[src/rtl/cgd_pkg.sv]
package cgd_pkg;
	localparam int COORD_WIDTH = 32;
	localparam int COORD_FRAC = 16;
	localparam int GM_WIDTH = 48;
	localparam int ACC_WIDTH = 48;
	localparam logic [GM_WIDTH-1:0] GM_RESET = 48'd65536000;
	// Digit width of the partial-product multipliers.
	localparam int LIMB = 32;

	// Cycles a cgd_mul takes for a multiplier operand of the given width.
	function automatic int mul_lat(input int bw);
		return 2 * ((bw + LIMB - 1) / LIMB);
	endfunction

	function automatic int max_int(input int a, input int b);
		return (a > b) ? a : b;
	endfunction
endpackage

[src/rtl/cgd_mul.sv]
// Pipelined unsigned multiplier: one row of limb products per cell, two stages per cell.
module cgd_mul #(
	parameter int AW = 32,
	parameter int BW = 32
) (
	input  logic              clk,
	input  logic              en,
	input  logic [AW-1:0]     a,
	input  logic [BW-1:0]     b,
	output logic [AW+BW-1:0]  p
);
	localparam int LW = cgd_pkg::LIMB;
	localparam int NA = (AW + LW - 1) / LW;
	localparam int NB = (BW + LW - 1) / LW;
	localparam int PAW = NA * LW;
	localparam int PBW = NB * LW;
	localparam int ACW = PAW + PBW;
	localparam int RW = PAW + 2 * LW;

	logic [PAW-1:0] a_c [NB+1];
	logic [PBW-1:0] b_c [NB+1];
	logic [ACW-1:0] acc_c [NB+1];

	assign a_c[0] = PAW'(a);
	assign b_c[0] = PBW'(b);
	assign acc_c[0] = '0;

	for (genvar j = 0; j < NB; j++) begin : g_row
		logic [2*LW-1:0] pp_s1 [NA];
		logic [PAW-1:0]  a_s1, a_s2;
		logic [PBW-1:0]  b_s1, b_s2;
		logic [ACW-1:0]  acc_s1, acc_s2;
		logic [RW-1:0]   even_c, odd_c;

		// Even and odd limb products do not overlap among themselves.
		always_comb begin
			even_c = '0;
			odd_c = '0;
			for (int i = 0; i < NA; i++) begin
				if ((i & 1) == 0) begin
					even_c[i*LW +: 2*LW] = pp_s1[i];
				end else begin
					odd_c[i*LW +: 2*LW] = pp_s1[i];
				end
			end
		end

		always_ff @(posedge clk) begin
			if (en) begin
				for (int i = 0; i < NA; i++) begin
					pp_s1[i] <= (2*LW)'(a_c[j][i*LW +: LW]) * (2*LW)'(b_c[j][j*LW +: LW]);
				end
				a_s1 <= a_c[j];
				b_s1 <= b_c[j];
				acc_s1 <= acc_c[j];
				a_s2 <= a_s1;
				b_s2 <= b_s1;
				acc_s2 <= acc_s1 + (ACW'(even_c + odd_c) << (j * LW));
			end
		end

		assign a_c[j+1] = a_s2;
		assign b_c[j+1] = b_s2;
		assign acc_c[j+1] = acc_s2;
	end

	assign p = acc_c[NB][AW+BW-1:0];
endmodule

[config.mk]
export PLATFORM = sky130hd
export DESIGN_NAME = cgd_mul
export DESIGN_NICKNAME = d
export VERILOG_FILES = /design/src/rtl/cgd_pkg.sv /design/src/rtl/cgd_mul.sv
export SDC_FILE = /design/constraint.sdc
export NUM_CORES = 2
export LEC_CHECK = 0
export ABC_AREA = 0
export BUFFER_PORTS_ARGS = -buffer_cell sky130_fd_sc_hd__clkbuf_2
export CAP_MARGIN = 20
export CELL_PAD_IN_SITES_DETAIL_PLACEMENT = 1
export CELL_PAD_IN_SITES_GLOBAL_PLACEMENT = 1
export CORE_ASPECT_RATIO = 1.25
export CORE_MARGIN = 4
export CORE_UTILIZATION = 53
export CTS_BUF_LIST = sky130_fd_sc_hd__clkbuf_8
export CTS_CLUSTER_DIAMETER = 200
export CTS_CLUSTER_SIZE = 40
export DETAILED_ROUTE_END_ITERATION = 16
export PLACE_DENSITY = 0.9
export SYNTH_ARGS = -nofsm -noshare
export SYNTH_HDL_FRONTEND = slang
export SYNTH_SLANG_ARGS = --single-unit
[constraint.sdc]
create_clock -name clk -period 12.1 [get_ports clk]
set_clock_uncertainty 0.15 [all_clocks]
set_input_delay 1.815 -clock clk [delete_from_list [all_inputs] [get_ports clk]]
set_output_delay 1.815 -clock clk [all_outputs]
set_load 0.02 [all_outputs]
After elaboration in Yosys (flattened, before gate mapping)
Memories as Yosys holds them, arrays and structs flattened. A register that Yosys moved wholly into a read port is not among the register bits.
Index checks and enable logic that the tools add are counted.
- add/subtract/negate cells: 0
- multiply operators: 1
- div/mod/pow operators: 0
- magnitude comparators: 0
- equal/unequal tests: 0
- shifts and indexed selects: 0
- mux-type cells: 2
- bitwise logic cells: 0
- reductions and logical operators: 0
- operators with widths (operator ; number):
    $mul 32x32->64 ; 1
    $mux 1 ; 2
- register bits: 0
- bits in latches: 0
- RAM bits: 64
- memory bits (read-only): 0
- bits of input ports: 66
- output and inout port bits: 64
- logic and storage cells: 4
- memories kept: 1
- memories (name ; words ; width ; read ports ; clocked after Yosys merged registers in ; write ports ; line ; source):
    g_row[0].pp_s1 ; 1 ; 64 ; 1 ; 1 ; 1 ; cgd_mul.sv:29 ; logic [2*LW-1:0] pp_s1 [NA];

Longest topological paths before layout
- depth after elaboration: 2
- mapped depth: 29
- mapped depth without buffers: 28

Worst setup path after synthesis
OpenSTA, ideal clock, no wires.
- path kind: input -> register
- from: in b[9]
- to: mem g_row[0].pp_s1[0][60] in the netlist's numbering (data pin)
- setup time: 0.262 ns
- data arrival time: 8.874 ns
- required time: 11.688 ns
- path slack: 2.814 ns
- stages: 26
- path buffers: 1
- path through: clkbuf_1 nand2_1 fa_1 inv_1 fa_1 inv_1 fa_1 inv_1 fa_1 fa_1 fa_1 fa_1 inv_1 fa_1 inv_1 ha_1 and3_1 and3_2 and2_4 a2111o_1 a32oi_1 a31oi_1 a221o_1 a221oi_1 o21ai_1 xor2_1
- cells in the longest elaborated chain, start to end: 1
- ends and longest elaborated chain (element ; line ; source):
    start: declaration ; cgd_mul.sv:9 ; input logic [BW-1:0] b,
    $mul 32x32->64 ; cgd_mul.sv:51 ; pp_s1[i] <= (2*LW)'(a_c[j][i*LW +: LW]) * (2*LW)'(b_c[j][j*LW +: LW]);
    end: declaration ; cgd_mul.sv:29 ;
Every way passes these cells.

Worst setup path after layout
- from: in a[16]
- to: mem g_row[0].pp_s1[0][60] in the netlist's numbering (data pin)
- cells in the longest elaborated chain, start to end: 1
- ends and longest elaborated chain (element ; line ; source):
    start: declaration ; cgd_mul.sv:8 ; input logic [AW-1:0] a,
    $mul 32x32->64 ; cgd_mul.sv:51 ;
Every way passes these cells.

==> metrics.cfg <==
[logic_synthesis]
yosys.cell_types.count=71
syn_area_mm2=0.0371
synth-seq-area-share_pct=10.4
synth_cells=3791
synth_warnings=0
yosysTopAreaCellShare_pct=48.3
synth_ff_type=edfxtp_1
synthArstFlopShare_pct=0
synth_most_common_cell=fa_1
synth_edf_count=128
synth.area.top_cells=fa_1 48%, edfxtp_1 10%, and2_1 10%
synth_fp_nets=5016
synth_top_area_cell=fa_1
ys_seq_elements=128
synth_common_cells=896 x fa_1, 861 x inv_1, 599 x and2_1
avgSynthCellArea_um2=9.79

[global_route]
grt_pass1_wl_um=202000
grt_max_degree=81
grtUsageTotal_pct=36.5
grt_antenna_before_repair=10
overflow=0
grt_pass1_vias=34800

[detailed_routing]
ant_nets=0
vias_per_cell=5.99
drc_errors=0
wl_per_cell_um=28.2
firstDrtPassIters=7
vias=28100
initialDrtViolationCount=2158
wl_um=132000

[status]
status=finished, final reports clean

[clocking]
cts_buffers=17
cts_root_buf=clkbuf_8
clock_latency_ns=0.54
cts_setup_buffers=0
clock_sinks=128
cts_tree=built
holdBufCountCts=0
cts_buffer_depth=2
cts_resized=0
path_clk_slew_ns=0.09
htreeDepth=4

[cells_and_area]
final_area_mm2=0.0386
syn2layout_area_growth_pct=4.09
nFillCells=7862
drive_gt1_share_pct=5.19
final_nets=4967

[worst_setup_path]
cpPeakStageDelay_ns=0.74
path_common_cell=fa_1
cp_num_buf_inv=5
cp.required_ns=12.23
crit_fanout=32
end_kind=flip-flop
crit_slowest_cell=fa_1
path_class=in -> reg
cp_top_family=adder cells
cp-start-kind=input pin
critical_path_arrival_ns=10.58

[die]
die_h_um=304
ios=130
dieArea_mm2=0.0743
rows=108
core_mm2=0.0695
initial_utilization_pct=53.4
dieWidth_um=245

[placement]
gp_congestion=0.900
placed_cell_area_mm2=0.0382
hpwl_um=102000
portBuffers=129

[sta]
relSlewSlack_pct=30.4
rsz0062_at_grt=no
max_freq_ghz=0.0957
worst_pin_slew_ns=1.04
drv_slew=0
fin_tns_setup_ns=0
fin_crit_sh_pct=86.4
hold_viol_final=0
finalSetupViolations=0
layout_min_cycle_time_ns=10.45

[run]
maxCapViolCount=0

[min_path]
hp-class=reg -> reg

==> cells by family (layout without fill, tap and decap cells) <==
family,after synthesis,in the layout,synth area share (%)
other,0,6,0
xor gates and xnor gates,62,62,1.46
DFF,128,128,10.4
and+or+nand+nor,1164,1164,16.2
buffers and inverters,1075,1039,11.1
adders and majority gates,1159,1159,57.2
muxes,1,1,0.0270
AOI/OAI and AO/OA,202,202,3.58
==> layer usage <==
metal / global-route usage (%) / wire length, um / vias up
li1: - / - / 11000
met1: 34.3 / 38300 / 14500
met2: 64.2 / 68000 / 1746
met3: 7.99 / 9160 / 912
met4: 35.6 / 17000 / 0
met5: 0 / 0 / -
==> flip-flops by register name, summed over array words and instances, names as in the netlist <==
signal / count
p: 64
g_row.pp_s1: 64
==> layout make-up <==
cell class                      count  area, um^2  area share, %
Inverter                          861        3230           8.37
Antenna cell                        6        15.0         0.0389
Timing Repair Buffer              146         776           2.01
Tap cell                          935        1170           3.03
Clock inverter                     15         215          0.557
Clock buffer                       17         234          0.606
Sequential cell                   128        3840           9.95
Multi-Input combinational cell   2588       29100           75.4
==> final timing paths <==
kind	cells past startpoint	to	startpoint	slack [ns]
max	25	g_row[0].pp_s1[0][60]	a[16]	1.65
min	0	p[5]	g_row[0].pp_s1[0][5]	0.27
max reg2reg	0	p[53]	g_row[0].pp_s1[0][53]	11.25
min reg2reg	0	p[5]	g_row[0].pp_s1[0][5]	0.27
==> placed cells by master, fill, tap and decap left out, types with 3 or more instances in the layout <==
master / n
clkbuf_8: 17
buf_4: 18
ha_1: 263
xor2_1: 27
clkbuf_2: 128
a21o_1: 32
o21a_1: 4
a31oi_1: 15
nor2b_1: 3
a21oi_1: 65
nand3_1: 10
fa_1: 896
nor3_1: 7
nand2b_1: 3
o21bai_1: 9
diode_2: 6
nand2_1: 473
o21ai_0: 36
edfxtp_1: 128
clkinv_2: 3
inv_1: 862
and3_1: 8
o21ai_1: 4
xnor2_1: 35
bufinv_16: 5
a211oi_1: 4
nor2_1: 31
nand4_1: 18
and2_1: 599
==> metrics by stage <==
step / util (%) / std cells / hold slack [ns] / worst slack, ns
2_1_floorplan: - / 3791 / 0.250 / 2.81
4_1_cts: 55.6 / 4690 / 0.261 / 1.83
5_1_grt: 55.6 / 4694 / 0.273 / 1.51
3_3_place_gp: 54.9 / 4658 / 0.251 / 1.83
3_5_place_dp: 54.9 / 4658 / 0.256 / 1.35
6_report: 55.6 / 4696 / 0.267 / 1.65
Power is left out: the tool's default activity adds up to more than one toggle a clock period on the data nets, which glitch-free logic cannot reach.
